<file path="src/sexpr_pkg.sv">
// Shared types, codes and character-class helpers for the S-expression lexer.
// No dependencies; imported by sexpr_token_lexer_top.
`timescale 1ns / 1ps

package sexpr_pkg;

  // Width of the line number carried in a result
  localparam int unsigned LINE_OUT_W = 16;

  // Result kinds
  localparam logic [1:0] KIND_TEXT  = 2'd0;
  localparam logic [1:0] KIND_TOKEN = 2'd1;
  localparam logic [1:0] KIND_ERROR = 2'd2;

  // Token types
  localparam logic [3:0] TOK_OPEN    = 4'd0;
  localparam logic [3:0] TOK_CLOSE   = 4'd1;
  localparam logic [3:0] TOK_STRING  = 4'd2;
  localparam logic [3:0] TOK_TRUE    = 4'd3;
  localparam logic [3:0] TOK_FALSE   = 4'd4;
  localparam logic [3:0] TOK_SYMBOL  = 4'd5;
  localparam logic [3:0] TOK_INTEGER = 4'd6;
  localparam logic [3:0] TOK_REAL    = 4'd7;
  localparam logic [3:0] TOK_EOF     = 4'd8;

  // Error codes
  localparam logic ERR_OPEN_STRING  = 1'b0;
  localparam logic ERR_BAD_CONSTANT = 1'b1;

  // Constant-first-letter codes
  localparam logic [1:0] CFIRST_OTHER = 2'd0;
  localparam logic [1:0] CFIRST_T     = 2'd1;
  localparam logic [1:0] CFIRST_F     = 2'd2;

  // Characters
  localparam logic [7:0] CH_SPACE  = 8'h20;
  localparam logic [7:0] CH_TAB    = 8'h09;
  localparam logic [7:0] CH_NL     = 8'h0A;
  localparam logic [7:0] CH_CR     = 8'h0D;
  localparam logic [7:0] CH_NUL    = 8'h00;
  localparam logic [7:0] CH_QUOTE  = 8'h22;
  localparam logic [7:0] CH_HASH   = 8'h23;
  localparam logic [7:0] CH_LPAREN = 8'h28;
  localparam logic [7:0] CH_RPAREN = 8'h29;
  localparam logic [7:0] CH_MINUS  = 8'h2D;
  localparam logic [7:0] CH_DOT    = 8'h2E;
  localparam logic [7:0] CH_SEMI   = 8'h3B;
  localparam logic [7:0] CH_BSLASH = 8'h5C;
  localparam logic [7:0] CH_LOW_N  = 8'h6E;
  localparam logic [7:0] CH_LOW_T  = 8'h74;
  localparam logic [7:0] CH_LOW_F  = 8'h66;

  // Lexer modes
  typedef enum logic [3:0] {
    MODE_IDLE      = 4'd0,
    MODE_COMMENT   = 4'd1,
    MODE_STRING    = 4'd2,
    MODE_ESCAPE    = 4'd3,
    MODE_CONST     = 4'd4,
    MODE_NUMBER    = 4'd5,
    MODE_SYMBOL    = 4'd6,
    MODE_EOF       = 4'd7,
    MODE_ERR_STR   = 4'd8,
    MODE_ERR_CONST = 4'd9
  } mode_e;

  // Input request
  typedef struct packed {
    logic [7:0] data_byte;
    logic       end_of_input;
  } lex_in_t;

  // Output request
  typedef struct packed {
    logic [1:0]            result_kind;
    logic [7:0]            text_byte;
    logic [3:0]            token_type;
    logic                  error_code;
    logic [LINE_OUT_W-1:0] line_number;
    logic                  last_result;
  } lex_out_t;

  function automatic logic is_space(input logic [7:0] c);
    return (c == CH_SPACE) || ((c >= CH_TAB) && (c <= CH_CR));
  endfunction

  function automatic logic is_digit(input logic [7:0] c);
    return (c >= 8'h30) && (c <= 8'h39);
  endfunction

  function automatic logic is_word(input logic [7:0] c);
    return is_digit(c) || ((c >= 8'h61) && (c <= 8'h7A)) ||
           ((c >= 8'h41) && (c <= 8'h5A)) || (c == 8'h5F);
  endfunction

  function automatic logic ends_token(input logic [7:0] c);
    return is_space(c) || (c == CH_QUOTE) || (c == CH_LPAREN) ||
           (c == CH_RPAREN) || (c == CH_SEMI) || (c == CH_NUL);
  endfunction

  function automatic lex_out_t mk_res(input logic [1:0] kind, input logic [7:0] text,
                                      input logic [3:0] tok, input logic err,
                                      input logic [LINE_OUT_W-1:0] line);
    lex_out_t r;
    r.result_kind = kind;
    r.text_byte   = text;
    r.token_type  = tok;
    r.error_code  = err;
    r.line_number = line;
    r.last_result = 1'b0;
    return r;
  endfunction

endpackage

</file>
<file path="src/sexpr_token_lexer_top.sv">
// S-expression lexer: one input byte per request, up to two results per byte.
// Depends on sexpr_pkg.
//
//   channel | direction | handshake            | payload
//   --------+-----------+----------------------+---------------------------
//   in      | input     | in_valid_i/in_stall_o  | lex_in_t  (byte, end flag)
//   out     | output    | out_valid_o/out_stall_i| lex_out_t (one result)
//
// One byte is taken per cycle while in_stall_o is low; its results are written
// into a 4-entry result queue as it is taken. Results leave the queue at one per
// cycle while out_stall_i is low; input stalls while more than two entries are
// queued. Reset returns the lexer to idle on line one and empties the queue.
// Stalls on either side never drop or repeat a result.
`timescale 1ns / 1ps

module sexpr_token_lexer_top #(
  parameter int unsigned LINE_BITS = 16
) (
  input  logic               clk_i,
  input  logic               rst_ni,
  input  logic               in_valid_i,
  output logic               in_stall_o,
  input  sexpr_pkg::lex_in_t in_data_i,
  output logic               out_valid_o,
  input  logic               out_stall_i,
  output sexpr_pkg::lex_out_t out_data_o
);
  import sexpr_pkg::*;

  localparam int unsigned QDEPTH = 4;
  localparam int unsigned QPTR_W = $clog2(QDEPTH);
  localparam int unsigned QCNT_W = $clog2(QDEPTH + 1);

  // Lexer state
  mode_e                mode_q, mode_d;
  logic [LINE_BITS-1:0] line_q, line_d;
  logic [LINE_BITS-1:0] sline_q, sline_d;
  logic                 sdig_q, sdig_d;
  logic                 snd_q, snd_d;
  logic [1:0]           dot_q, dot_d;
  logic [1:0]           clen_q, clen_d;
  logic [1:0]           cfirst_q, cfirst_d;

  // Results of the current request
  lex_out_t   res_d [2];
  logic [1:0] push_n;

  // Result queue
  lex_out_t          q_mem [QDEPTH];
  logic [QPTR_W-1:0] wr_ptr_q, rd_ptr_q;
  logic [QCNT_W-1:0] cnt_q;

  logic in_acc, out_acc;

  assign in_stall_o  = (cnt_q > QCNT_W'(QDEPTH - 2));
  assign in_acc      = in_valid_i && !in_stall_o;
  assign out_valid_o = (cnt_q != '0);
  assign out_acc     = out_valid_o && !out_stall_i;
  assign out_data_o  = q_mem[rd_ptr_q];

  // Lexer step: next state and results for one input byte
  always_comb begin
    logic [7:0] c;
    logic       do_idle;
    logic [3:0] ntok;
    c        = in_data_i.end_of_input ? CH_SPACE : in_data_i.data_byte;
    do_idle  = 1'b0;
    ntok     = TOK_SYMBOL;
    mode_d   = mode_q;
    line_d   = line_q;
    sline_d  = sline_q;
    sdig_d   = sdig_q;
    snd_d    = snd_q;
    dot_d    = dot_q;
    clen_d   = clen_q;
    cfirst_d = cfirst_q;
    push_n   = 2'd0;
    res_d[0] = '0;
    res_d[1] = '0;

    if (mode_q == MODE_EOF) begin
      res_d[0] = mk_res(KIND_TOKEN, 8'h00, TOK_EOF, 1'b0, LINE_OUT_W'(line_q));
      push_n   = 2'd1;
    end else if (mode_q == MODE_ERR_STR) begin
      res_d[0] = mk_res(KIND_ERROR, 8'h00, 4'd0, ERR_OPEN_STRING, LINE_OUT_W'(sline_q));
      push_n   = 2'd1;
    end else if (mode_q == MODE_ERR_CONST) begin
      res_d[0] = mk_res(KIND_ERROR, 8'h00, 4'd0, ERR_BAD_CONSTANT, LINE_OUT_W'(line_q));
      push_n   = 2'd1;
    end else begin
      // Byte handling in the current mode
      unique case (mode_q)
        MODE_IDLE: do_idle = 1'b1;
        MODE_COMMENT: begin
          if (c == CH_NL) begin
            if (line_d != '1) line_d = line_d + LINE_BITS'(1);
            mode_d = MODE_IDLE;
          end
        end
        MODE_STRING: begin
          if (c == CH_QUOTE) begin
            mode_d   = MODE_IDLE;
            res_d[0] = mk_res(KIND_TOKEN, 8'h00, TOK_STRING, 1'b0, LINE_OUT_W'(line_d));
            push_n   = 2'd1;
          end else if (c == CH_BSLASH) begin
            mode_d = MODE_ESCAPE;
          end else begin
            if ((c == CH_NL) && (line_d != '1)) line_d = line_d + LINE_BITS'(1);
            res_d[0] = mk_res(KIND_TEXT, c, 4'd0, 1'b0, LINE_OUT_W'(line_d));
            push_n   = 2'd1;
          end
        end
        MODE_ESCAPE: begin
          mode_d   = MODE_STRING;
          res_d[0] = mk_res(KIND_TEXT,
                            (c == CH_LOW_N) ? CH_NL : ((c == CH_LOW_T) ? CH_TAB : c),
                            4'd0, 1'b0, LINE_OUT_W'(line_d));
          push_n   = 2'd1;
        end
        MODE_CONST: begin
          if (is_word(c)) begin
            if (clen_q == 2'd0) begin
              cfirst_d = (c == CH_LOW_T) ? CFIRST_T :
                         ((c == CH_LOW_F) ? CFIRST_F : CFIRST_OTHER);
            end
            if (clen_q < 2'd2) clen_d = clen_q + 2'd1;
            res_d[0] = mk_res(KIND_TEXT, c, 4'd0, 1'b0, LINE_OUT_W'(line_d));
            push_n   = 2'd1;
          end else if ((clen_q == 2'd1) && (cfirst_q != CFIRST_OTHER)) begin
            mode_d   = MODE_IDLE;
            res_d[0] = mk_res(KIND_TOKEN, 8'h00,
                              (cfirst_q == CFIRST_T) ? TOK_TRUE : TOK_FALSE,
                              1'b0, LINE_OUT_W'(line_d));
            push_n   = 2'd1;
            do_idle  = 1'b1;
          end else begin
            mode_d   = MODE_ERR_CONST;
            res_d[0] = mk_res(KIND_ERROR, 8'h00, 4'd0, ERR_BAD_CONSTANT,
                              LINE_OUT_W'(line_d));
            push_n   = 2'd1;
          end
        end
        MODE_NUMBER: begin
          if (ends_token(c)) begin
            if (snd_q || !sdig_q || (dot_q > 2'd1)) ntok = TOK_SYMBOL;
            else if (dot_q == 2'd1)                 ntok = TOK_REAL;
            else                                    ntok = TOK_INTEGER;
            mode_d   = MODE_IDLE;
            res_d[0] = mk_res(KIND_TOKEN, 8'h00, ntok, 1'b0, LINE_OUT_W'(line_d));
            push_n   = 2'd1;
            do_idle  = 1'b1;
          end else begin
            if (is_digit(c))                    sdig_d = 1'b1;
            else if (c == CH_DOT) begin
              if (dot_q < 2'd2) dot_d = dot_q + 2'd1;
            end else if (is_word(c))            snd_d = 1'b1;
            res_d[0] = mk_res(KIND_TEXT, c, 4'd0, 1'b0, LINE_OUT_W'(line_d));
            push_n   = 2'd1;
          end
        end
        MODE_SYMBOL: begin
          if (ends_token(c)) begin
            mode_d   = MODE_IDLE;
            res_d[0] = mk_res(KIND_TOKEN, 8'h00, TOK_SYMBOL, 1'b0, LINE_OUT_W'(line_d));
            push_n   = 2'd1;
            do_idle  = 1'b1;
          end else begin
            res_d[0] = mk_res(KIND_TEXT, c, 4'd0, 1'b0, LINE_OUT_W'(line_d));
            push_n   = 2'd1;
          end
        end
        default: mode_d = MODE_IDLE;
      endcase

      // Byte seen between tokens (also the byte that ended a token)
      if (do_idle) begin
        priority if (is_space(c)) begin
          if ((c == CH_NL) && (line_d != '1)) line_d = line_d + LINE_BITS'(1);
        end else if (c == CH_SEMI) begin
          mode_d = MODE_COMMENT;
        end else if ((c == CH_LPAREN) || (c == CH_RPAREN)) begin
          res_d[push_n[0]] = mk_res(KIND_TOKEN, 8'h00,
                                    (c == CH_LPAREN) ? TOK_OPEN : TOK_CLOSE,
                                    1'b0, LINE_OUT_W'(line_d));
          push_n = push_n + 2'd1;
        end else if (c == CH_QUOTE) begin
          mode_d  = MODE_STRING;
          sline_d = line_d;
        end else if (c == CH_HASH) begin
          mode_d   = MODE_CONST;
          clen_d   = 2'd0;
          cfirst_d = CFIRST_OTHER;
        end else if (is_digit(c) || (c == CH_MINUS) || (c == CH_DOT)) begin
          mode_d = MODE_NUMBER;
          sdig_d = is_digit(c);
          snd_d  = 1'b0;
          dot_d  = (c == CH_DOT) ? 2'd1 : 2'd0;
          res_d[push_n[0]] = mk_res(KIND_TEXT, c, 4'd0, 1'b0, LINE_OUT_W'(line_d));
          push_n = push_n + 2'd1;
        end else begin
          mode_d = MODE_SYMBOL;
          res_d[push_n[0]] = mk_res(KIND_TEXT, c, 4'd0, 1'b0, LINE_OUT_W'(line_d));
          push_n = push_n + 2'd1;
        end
      end

      // End of input after the virtual space
      if (in_data_i.end_of_input) begin
        if ((mode_d == MODE_STRING) || (mode_d == MODE_ESCAPE)) begin
          mode_d = MODE_ERR_STR;
          res_d[push_n[0]] = mk_res(KIND_ERROR, 8'h00, 4'd0, ERR_OPEN_STRING,
                                    LINE_OUT_W'(sline_d));
          push_n = push_n + 2'd1;
        end else if (mode_d != MODE_ERR_CONST) begin
          mode_d = MODE_EOF;
          res_d[push_n[0]] = mk_res(KIND_TOKEN, 8'h00, TOK_EOF, 1'b0,
                                    LINE_OUT_W'(line_d));
          push_n = push_n + 2'd1;
        end
      end
    end

    // Mark the final result of this byte
    if (push_n == 2'd1) res_d[0].last_result = 1'b1;
    if (push_n == 2'd2) res_d[1].last_result = 1'b1;
  end

  // Lexer state registers
  always_ff @(posedge clk_i or negedge rst_ni) begin
    if (!rst_ni) begin
      mode_q   <= MODE_IDLE;
      line_q   <= LINE_BITS'(1);
      sline_q  <= LINE_BITS'(1);
      sdig_q   <= 1'b0;
      snd_q    <= 1'b0;
      dot_q    <= 2'd0;
      clen_q   <= 2'd0;
      cfirst_q <= CFIRST_OTHER;
    end else if (in_acc) begin
      mode_q   <= mode_d;
      line_q   <= line_d;
      sline_q  <= sline_d;
      sdig_q   <= sdig_d;
      snd_q    <= snd_d;
      dot_q    <= dot_d;
      clen_q   <= clen_d;
      cfirst_q <= cfirst_d;
    end
  end

  // Result queue control
  always_ff @(posedge clk_i or negedge rst_ni) begin
    if (!rst_ni) begin
      wr_ptr_q <= '0;
      rd_ptr_q <= '0;
      cnt_q    <= '0;
    end else begin
      if (in_acc) wr_ptr_q <= wr_ptr_q + QPTR_W'(push_n);
      if (out_acc) rd_ptr_q <= rd_ptr_q + QPTR_W'(1);
      cnt_q <= cnt_q + (in_acc ? QCNT_W'(push_n) : '0) - (out_acc ? QCNT_W'(1) : '0);
    end
  end

  // Result queue storage
  always_ff @(posedge clk_i) begin
    if (in_acc && (push_n != 2'd0)) q_mem[wr_ptr_q] <= res_d[0];
    if (in_acc && (push_n == 2'd2)) q_mem[wr_ptr_q + QPTR_W'(1)] <= res_d[1];
  end

`ifndef SYNTHESIS
  // Queue never holds more than its depth
  assert property (@(posedge clk_i) disable iff (!rst_ni) cnt_q <= QCNT_W'(QDEPTH))
    else $error("result queue overflow");

  // EOF is terminal
  assert property (@(posedge clk_i) disable iff (!rst_ni)
                   mode_q == MODE_EOF |=> mode_q == MODE_EOF)
    else $error("left EOF mode");

  // Sticky constant error repeats one error result
  assert property (@(posedge clk_i) disable iff (!rst_ni)
                   (in_acc && mode_q == MODE_ERR_CONST) |->
                   (push_n == 2'd1 && res_d[0].result_kind == KIND_ERROR))
    else $error("sticky error not repeated");

  // Line count never goes back
  assert property (@(posedge clk_i) disable iff (!rst_ni)
                   ##1 line_q >= $past(line_q))
    else $error("line count decreased");

  // A byte that makes two results marks only its second one as last
  assert property (@(posedge clk_i) disable iff (!rst_ni)
                   (push_n == 2'd2) |-> (!res_d[0].last_result && res_d[1].last_result))
    else $error("last_result misplaced");
`endif

endmodule

</file>
<file path="config.mk">
export PLATFORM = sky130hd
export DESIGN_NAME = sexpr_token_lexer_top
export DESIGN_NICKNAME = d
export VERILOG_FILES = /design/src/sexpr_pkg.sv /design/src/sexpr_token_lexer_top.sv
export SDC_FILE = /design/constraint.sdc
export NUM_CORES = 1
export LEC_CHECK = 0
export ABC_AREA = 1
export BUFFER_PORTS_ARGS = -buffer_cell sky130_fd_sc_hd__buf_4
export CAP_MARGIN = 25
export CORE_UTILIZATION = 30
export DETAILED_ROUTE_END_ITERATION = 10
export HOLD_SLACK_MARGIN = 0.1
export PLACE_DENSITY = 0.55
export SETUP_SLACK_MARGIN = 0.02
export SYNTH_ARGS = -nofsm -noshare
export SYNTH_HDL_FRONTEND = slang
export SYNTH_SLANG_ARGS = --single-unit
</file>
<file path="constraint.sdc">
create_clock -name clk_i -period 8.05 [get_ports clk_i]
set_input_delay 0.4025 -clock clk_i [delete_from_list [all_inputs] [get_ports clk_i]]
set_output_delay 0.4025 -clock clk_i [all_outputs]
set_load 0.02 [all_outputs]
</file>
After elaboration in Yosys (flattened, before gate mapping)
Memories as Yosys holds them, arrays and structs flattened.
Cells that the tools add are included.
{"block": "word_totals", "output_inout_bits": 34, "in_bits": 13, "elab_cells": 294, "mem_count": 1, "regBits": 51, "ramBits": 128}
{"name": "q_mem", "words": 4, "word_bits": 32, "read_ports": 1, "rd_ports_with_merged_regs": 0, "write_ports": 2, "line": "sexpr_token_lexer_top.sv:49", "rtl": "lex_out_t q_mem [QDEPTH];"}
{"block": "classes", "n_lt_le_gt_ge": 16, "add_sub_neg": 11, "n_mux": 177, "eq_ne": 33, "n_reduce_logical": 40, "bitwise": 5}
{"cell": "64-bit two-way mux", "count": 12}
{"cell": "32-bit two-way mux", "count": 13}
{"cell": "16-bit two-way mux", "count": 22}
{"cell": "64-bit bitwise mux", "count": 4}
{"cell": "32-bit case mux with 5 select lines", "count": 1}
{"cell": "2-bit two-way mux", "count": 54}
{"cell": "31-bit two-way mux", "count": 3}
{"cell": "32-bit demux with 1-bit select", "count": 2}
{"cell": "8-bit by 6-bit equality test with 1-bit output (second input constant)", "count": 8}
{"cell": "4-bit two-way mux", "count": 16}
{"cell": "8-bit by 7-bit equality test with 1-bit output (second input constant)", "count": 5}
{"cell": "1-bit two-way mux", "count": 40}
{"cell": "16-bit by 1-bit adder with 16-bit output (second input constant)", "count": 2}
{"cell": "16-bit != test (second input constant)", "count": 2}
{"cell": "16-bit case mux with 2 select lines", "count": 1}
{"cell": "30-bit two-way mux", "count": 1}
{"cell": "8-bit two-way mux", "count": 3}
{"cell": "4-bit case mux with 6 select lines", "count": 1}
{"cell": "4-bit by 2-bit equality test with 1-bit output (second input constant)", "count": 4}
{"cell": "4-bit by 3-bit equality test with 1-bit output (second input constant)", "count": 4}
{"cell": "8-bit by 7-bit greater-or-equal comparator with 1-bit output (second input constant)", "count": 2}
{"cell": "8-bit by 7-bit <= comparator with 1-bit output (second input constant)", "count": 2}
{"cell": "1-bit logical OR", "count": 15}
{"cell": "1-bit logical AND", "count": 13}
{"cell": "33 further kinds", "count": 52}

Depth between registers and ports, before layout
Gate-level depths: netlist (run 1).
{"block": "depth", "word_depth": 32, "mapped_depth": 29, "ltp_nobuf": 28}

Worst setup path before layout (run 1)
No wires, ideal clock.
{"block": "synth_path", "path_kind": "reg2reg", "startpoint": "reg mode_q[2]", "endpoint": "mem q_mem[0][0] (netlist bit), enable pin", "t_arrival_ns": 5.372, "slack_ns": 2.208, "required_time_ns": 7.580, "path_buffers": 2, "stages_incl_launch_ff": 20, "synth_period_minus_slack_ns": 5.842, "setup_ns": 0.470, "path_cell_list": "dfrtp_1 -> nor2_1 -> inv_1 -> nor3_1 -> inv_1 -> nor2_1 -> inv_2 -> nand3_1 -> clkbuf_1 -> ha_1 -> o22ai_1 -> a21oi_1 -> nand2_2 -> nand2_4 -> clkbuf_1 -> ha_1 -> nand3_1 -> nand3_2 -> o21ai_0 -> o31ai_1"}
{"element": "from (decl)", "line": "sexpr_token_lexer_top.sv:35", "rtl": "mode_e mode_q, mode_d;"}
{"element": "from (signal assigned)", "line": "sexpr_token_lexer_top.sv:240", "rtl": "mode_q <= mode_d;"}
{"element": "to (decl)", "line": "sexpr_token_lexer_top.sv:49"}

==> summary.md, run 1 <==
| Metric | Value |
|---|---|
| Crit path launch type | `input port` |
| Clock transition at the registers of the reported paths | `0.07 ns` |
| Area occupied by registers | `slightly above 0.005 sq mm` |
| Final core occ | `0.338` |
| Via count | `12112` |
| Longest Clk Path Bufs | `2` |
| Area contributors post-synth | `edfxtp_1, nand2_1, dfrtp_1` |
| Met3 WL post-DR | `around 3700 um` |
| Skew final | `0.0128 ns` |
| # IOs | `47` |
| Simple-gate share of the synthesized area | `0.307` |
| Min Tclk post-route | `5.69 ns` |
| Post-route cell area | `0.0138 sq mm` |
| Maximum clock frequency | `about 0.18 GHz` |
| Mean Syn Cell Area | `7.11 sq um` |
| Final WL | `44400 um` |
| DR DRC count | `0` |
| CTS buffer count | `17` |
| Primary FF master, synth | `edfxtp_1` |
| Multi-input gate area | `0.00633 sq mm` |
| Die width | `between 200 and 250 um` |
| Main combinational cell family by area after synthesis | `simple AND/OR/NAND/NOR gates` |
| # fillers | `around 4300` |
| Post_cts resized | `0` |
| CP Capture Type | `register` |
| Outcome | `completed` |
| Drt pass-1 iters | `6` |
| Adder-cell share of the synthesized area | `0.0147` |
| Fin nets | `roughly 1800` |
| Met1 wire length | `21100 um` |
| Crit path DAT | `5.79 ns` |
| DR iter-0 viols | `1533` |
| DP Area | `about 0.013 sq mm` |
| Most common cell in the netlist | `nand2_1` |
| Global-route wire length before repair | `68100 um` |
| Critical path class | `in2reg` |
| Drt wl/cell | `19.4 um` |
| Pins Over Slew Limit | `0` |
| Met2 WL post-DR | `18900 um` |
| RSZ-0062 raised after global routing | `false` |
| Hold Crit Class | `in2reg` |
| Seq/Total Area, Yosys | `0.413` |
| Max_cap viols | `0` |
| Crit path max fanout | `38` |
| Synthesis-stage register bit count | `179` |
| Netlist area before placement | `0.0124 sq mm` |
| Compound-Gate Fraction of Synth Area | `0.171` |
| Share of layout cells above drive strength 1 | `0.0948` |
| Async set or reset register ratio after synthesis | `0.285` |
| Post-synth cell types | `56` |
| Post-CTS Setup Bufs | `0` |
| Mux contribution to synthesized area | `0.000808` |
| Core region area | `0.0408 sq mm` |
| Pleak | `5.70 nW` |
| GR Util All Layers | `0.215` |
| Cells after Synth | `1744` |
| Post-synth top area share | `0.310` |
| Pin count of the biggest net entering global routing | `68` |
| YS warnings | `0` |
| Skew-Pair Late Insertion Delay | `0.45 ns` |
| Worst-margin pin slew | `0.977 ns` |
| Syn nets | `approximately 1800` |
| Inserted Diodes | `0` |
| Via/cell ratio | `5.28` |
| Final setup vio count | `0` |
| Routability cong. | `about 0.9` |
| Antenna Nets Post-Route | `0` |
| Power Density | `412 mW/mm^2` |
| Worst slew margin | `0.342` |
| Clock sink total | `179` |
| Starting density of the core | `0.304` |
| Critical Path RT | `8.15 ns` |
| Place WS | `1.91 ns` |
| Cts hold-fix bufs | `1` |
| Final WS setup | `between 2 and 2.5 ns` |
| Xor-xnor portion of the synthesized cell area | `0.0120` |
| Initial antenna violation count | `0` |
| Die Y | `approximately 210 um` |
| Yosys top cell by area | `edfxtp_1` |
| H-tree lvl count | `4` |
| Post-synth EDFFs | `128` |
| Final Hold Viols | `0` |
| Clock Tree Root | `clkbuf_16` |
| Port Buffers | `46` |
| DR top layer | `met4` |
| Rows | `74` |
| GR Overflow Total | `0` |
| P&R area growth vs syn | `11.2%` |
| CTS tree | `yes` |
| Fin crit share | `0.707` |
| Vias in the first global route | `11180` |
| Die area | `0.0421 sq mm` |
| Setup TNS | `0 ns` |
| Post-DP HPWL | `32500 um` |
| Post-synth top cells | `nand2_1, o21ai_0, nor2_1` |
| Maximum VDD drop | `0.200 mV` |
==> placed cells by master (no fill, tap or decap), types with 18 or more instances in the layout <==
cell,instances
buf_4,65
nand2_2,18
nor2_1,187
nand2_1,495
inv_1,127
inv_2,21
o21ai_0,214
edfxtp_1,128
dfrtp_1,48
nand3_1,154
a21oi_1,38
o22ai_1,38
o21ai_1,62
==> worst max-delay path, stage by stage <==
cell	delay, ns
buf_4	0.20
inv_4	0.33
nand2_2	0.15
inv_2	0.11
nand2_1	0.11
nor2_1	0.20
nand2_1	0.12
inv_2	0.07
nor2_1	0.05
inv_2	0.05
nand3_1	0.37
inv_2	0.45
o22ai_1	0.12
a21oi_1	0.17
nand2_2	0.09
nand2_4	0.17
inv_4	0.14
nor2_8	0.17
inv_2	0.15
o21ai_4	0.21
nand2_2	0.10
nor2_4	0.15
nand3_2	0.75
o31ai_4	0.48
buf_4	0.45
==> flip-flops by register name (all words and copies together), names as in the netlist <==
name,cells
wr_ptr_q,2
dot_q,2
cfirst_q,2
mode_q,4
snd_q,1
sdig_q,1
rd_ptr_q,2
line_q,16
cnt_q,3
sline_q,16
clen_q,2
q_mem,128
==> path summary, 6_finish.rpt <==
kind | start | endpoint | cells after the start | slack, ns
min in group asynchronous | rst_ni | clen_q[1] | 2 | 0.56
min reg2reg | cnt_q[2] | cnt_q[2] | 1 | 0.51
max reg2reg | mode_q[2] | q_mem[0][8] | 20 | 2.66
min | out_stall_i | rd_ptr_q[0] | 3 | 0.28
max in group asynchronous | rst_ni | rd_ptr_q[0] | 2 | 6.94
max | in_data_i[0] | q_mem[0][8] | 25 | 2.36
==> logic make-up after synthesis <==
family | Yosys count
AOI/OAI and AO/OA | 390
xor gates and xnor gates | 17
adders and majority gates | 14
buffers and inverters | 235
DFF | 179
muxes | 1
and+or+nand+nor | 908
==> per-layer routing <==
| metal | vias up | GRT usage |
|---|---|---|
| li1 | 5889 | - |
| met3 | 39 | 0.0358 |
| met1 | 5669 | 0.320 |
| met5 | - | 0 |
| met4 | 0 | 0.0519 |
| met2 | 515 | 0.320 |
==> cell type report <==
class                      instances  share of cell area
multi-input combinational       1330               0.459
sequential                       179               0.372
tap                              532              0.0483
inverter                         151              0.0415
timing repair buffer              69              0.0396
clock buffer                      18              0.0311
clock inverter                    14             0.00898
==> report_power, final <==
part           leakage (nW)  switching, mW  internal [mW]
sequential             1.84          0.125           1.37
clock                 0.259          0.406          0.406
combinational          3.60           2.39          0.975
total                  5.70           2.92           2.75
==> metrics by stage <==
| stage | hold WS, ns | cells | total power, mW |
|---|---|---|---|
| after floorplan | 0.107 | 1744 | 3.68 |
| after global placement | 0.486 | 2257 | 4.81 |
| after detailed placement | 0.493 | 2259 | 4.84 |
| after CTS | 0.267 | 2292 | 5.66 |
| after global routing | 0.298 | 2293 | 6.12 |
| final | 0.277 | 2293 | 5.68 |
No activity file was read; power rests on OpenSTA's default activity.
==> inputs of run 2 (changes only) <==
--- a/config.mk
+++ b/config.mk
@@ -11,7 +11,7 @@
 export CORE_UTILIZATION = 30
 export DETAILED_ROUTE_END_ITERATION = 10
 export HOLD_SLACK_MARGIN = 0.1
-export PLACE_DENSITY = 0.55
+export PLACE_DENSITY = 0.56
 export SETUP_SLACK_MARGIN = 0.02
 export SYNTH_ARGS = -nofsm -noshare
 export SYNTH_HDL_FRONTEND = slang
==> constraint.sdc (replaced) <==
create_clock -name clk_i -period 5.2 [get_ports clk_i]
set_input_delay 0.26 -clock clk_i [delete_from_list [all_inputs] [get_ports clk_i]]
set_output_delay 0.26 -clock clk_i [all_outputs]
set_load 0.02 [all_outputs]
==> run 2 against run 1 <==
  * Routed wire length fell by 2.1%
  * Sequential power rose by 57%
  * Global-route usage fell by 0.47 points
  * Cell count rose by 0.96%
  * Die area did not move
  * Critical endpoint is now q_mem[2][1]
  * Highest routed layer unchanged
==> summary.md, run 2 (same netlist as run 1, synthesis figures left out) <==
| Metric | Value |
|---|---|
| Outcome | `completed` |
| Clock sink total | `roughly 180` |
| Crit path launch | `mode_q[2]` |
| Sequential power share | `0.266` |
| Fin nets | `1797` |
| Final WL | `roughly 43000 um` |
| Pin count of the biggest net entering global routing | `66` |
| Starting density of the core | `0.304` |
| Pins Over Slew Limit | `0` |
| Final core occ | `0.343` |
| Global-route wire length before repair | `67600 um` |
| Drt pass-1 iters | `5` |
| Via/cell ratio | `5.26` |
| Worst R2R Path Depth | `20` |
| P&R area growth vs syn | `13.0%` |
| Via count | `roughly 12000` |
| CTS buffer count | `17` |
| Int Pwr | `4.36 mW` |
| Setup slack, reg-to-reg | `0.88 ns` |
| Crit path max fanout | `19` |
| Net switching power | `roughly 4.5 mW` |
| Longest Clk Path Bufs | `2` |
| Pleak | `5.83 nW` |
| Die width | `205 um` |
| Maximum clock frequency | `0.231 GHz` |
| CP Capture Type | `register` |
| Switch share | `0.508` |
| Reg with most FFs | `q_mem` |
| CTS tree | `yes` |
| Min Tclk post-route | `4.32 ns` |
| Port Buffers | `46` |
| Design Power | `8.86 mW` |
| Antenna Nets Post-Route | `0` |
| Final Hold Viols | `0` |
| DR iter-0 viols | `1358` |
| Hold Crit Class | `in2reg` |
| Combinational share of power | `0.588` |
| Core region area | `0.0408 sq mm` |
| CP most frequent cell | `inv_2` |
| GR Util All Layers | `0.210` |
| Post-CTS Setup Bufs | `0` |
| Worst stage delay on the critical path | `0.86 ns` |
| Worst-margin pin slew | `~0.96 ns` |
| H-tree lvl count | `4` |
| Share of layout cells above drive strength 1 | `0.105` |
| DR DRC count | `0` |
| Fin crit share | `0.831` |
| Clock Tree Root | `clkbuf_16` |
| Final setup vio count | `0` |
| Crit path launch type | `register` |
| GR Overflow Total | `0` |
| WHS | `0.128 ns` |
| Die Y | `205 um` |
| Critical Path Stages | `20` |
| Vias in the first global route | `11418` |
| Power Density | `between 600 and 700 mW/mm^2` |
| Worst r2r src | `mode_q[2]` |
| # IOs | `47` |
| Drt wl/cell | `18.8 um` |
| Initial antenna violation count | `0` |
| Worst R2R End | `q_mem[2][1]` |
| Critical-path cell list | `nor2_1 > inv_1 > nor3_1 > inv_1 > nor2_1 > inv_2 > nand3_1 > buf_4 > inv_2 > buf_4 > a21oi_1 > nand2_2 > nand2_4 > inv_4 > nor2_8 > inv_2 > o21ai_4 > o21ai_0 > o31ai_4 > buf_12` |
| Critical path class | `reg2reg` |
| Clock power share | `0.145` |
| Skew-Pair Late Insertion Delay | `0.45 ns` |
| Die area | `0.0421 sq mm` |
| Crit path to | `q_mem[2][1]` |
| Skew final | `0.0148 ns` |
| Critical path's top delay family | `compound AO/OA/AOI/OAI gates` |
| Routability cong. | `0.943` |
| RSZ-0062 raised after global routing | `false` |
| Leading cell types in the layout, fill and taps excluded | `nand2_1, o21ai_0, nor2_1` |
| Rows | `74` |
| # fillers | `4333` |
| Maximum VDD drop | `0.239 mV` |
| Post-DP HPWL | `31700 um` |
| Critical Path RT | `5.35 ns` |
| Max_cap viols | `0` |
| Most common cell after layout, fill and taps aside | `nand2_1` |
| Biggest regs | `q_mem (128), line_q (16), sline_q (16)` |
| Clock transition at the registers of the reported paths | `0.08 ns` |
| Max FFs per register | `128` |
| Slowest stage cell on the critical path | `o31ai_4` |
| Worst slew margin | `0.360` |
| Inserted Diodes | `0` |
| Crit path DAT | `4.47 ns` |
| CP Buf/Inv Count | `9` |
==> run 2: changes by cell type in the layout (fill, tap and decap cells not counted) <==
cell / change
buf_12: +4
buf_4: +19
inv_8: +1
nor2_1: +1
buf_8: -1
clkinvlp_4: -2
nor2_2: -1
inv_6: +1
clkinv_2: -1
clkinv_1: +1
clkinv_4: +1
clkbuf_1: -1
==> run 2: worst register-to-register path, delay by kind of cell (launching register included) <==
family / cells / cell delay [ns]
and+or+nand+nor: 7 / 0.99
buffers and inverters: 9 / 1.07
AOI/OAI and AO/OA: 4 / 1.54
DFF: 1 / 0.41
==> run 2: through the flow <==
stage / setup WS (ns) / TNS, ns / cell area, sq um / cells
finish: 0.879 / 0 / 14000 / 2315
CTS: 0.849 / 0 / 14000 / 2314
floorplan: -0.642 / -77.82 / 12400 / 1744
global placement: 0.678 / 0 / 13400 / 2280
global route: 0.464 / 0 / 14000 / 2315
detailed placement: 0.504 / 0 / 13400 / 2281
==> run 2: power groups by stage <==
stage | Sequential, mW | Clock [mW] | Combinational (mW)
after floorplan | 2.30 | 0 | 3.41
after global placement | 2.38 | 0 | 5.07
after detailed placement | 2.39 | 0 | 5.14
after CTS | 2.36 | 1.31 | 5.16
after global routing | 2.40 | 1.36 | 5.78
final | 2.36 | 1.29 | 5.21
==> run 2: per-layer routing <==
layer,wire (um),part of all wire,track usage
met4,516,0.012,0.0466
met3,3000,0.069,0.0314
met1,20700,0.48,0.306
met5,0,0,0
met2,19300,0.44,0.326
==> run 2: final cells by class <==
class / count / area [sq um] / share of cell area
Clock buffer: 17 / 425 / 0.0304
Clock inverter: 15 / 136 / 0.00974
Inverter: 151 / 572 / 0.0408
Multi-Input combinational cell: 1330 / 6320 / 0.452
Sequential cell: 179 / 5120 / 0.366
Tap cell: 532 / 666 / 0.0475
Timing Repair Buffer: 91 / 753 / 0.0538
==> run 2: how the worst min path moves through the flow <==
stage,from,end,cells after the start
6_report,out_stall_i,rd_ptr_q[1],4
2_1_floorplan,rst_ni,cfirst_q[0],0
3_5_place_dp,rst_ni,cfirst_q[0],1
3_3_place_gp,rst_ni,cnt_q[0],1
4_1_cts,out_stall_i,rd_ptr_q[1],4
5_1_grt,out_stall_i,rd_ptr_q[0],3
==> run 2: timing repair <==
action | in CTS | in global routing
endpoints found under the hold margin | 49 | 0
gates resized for setup | 0 | 0
hold buffers | 1 | 0
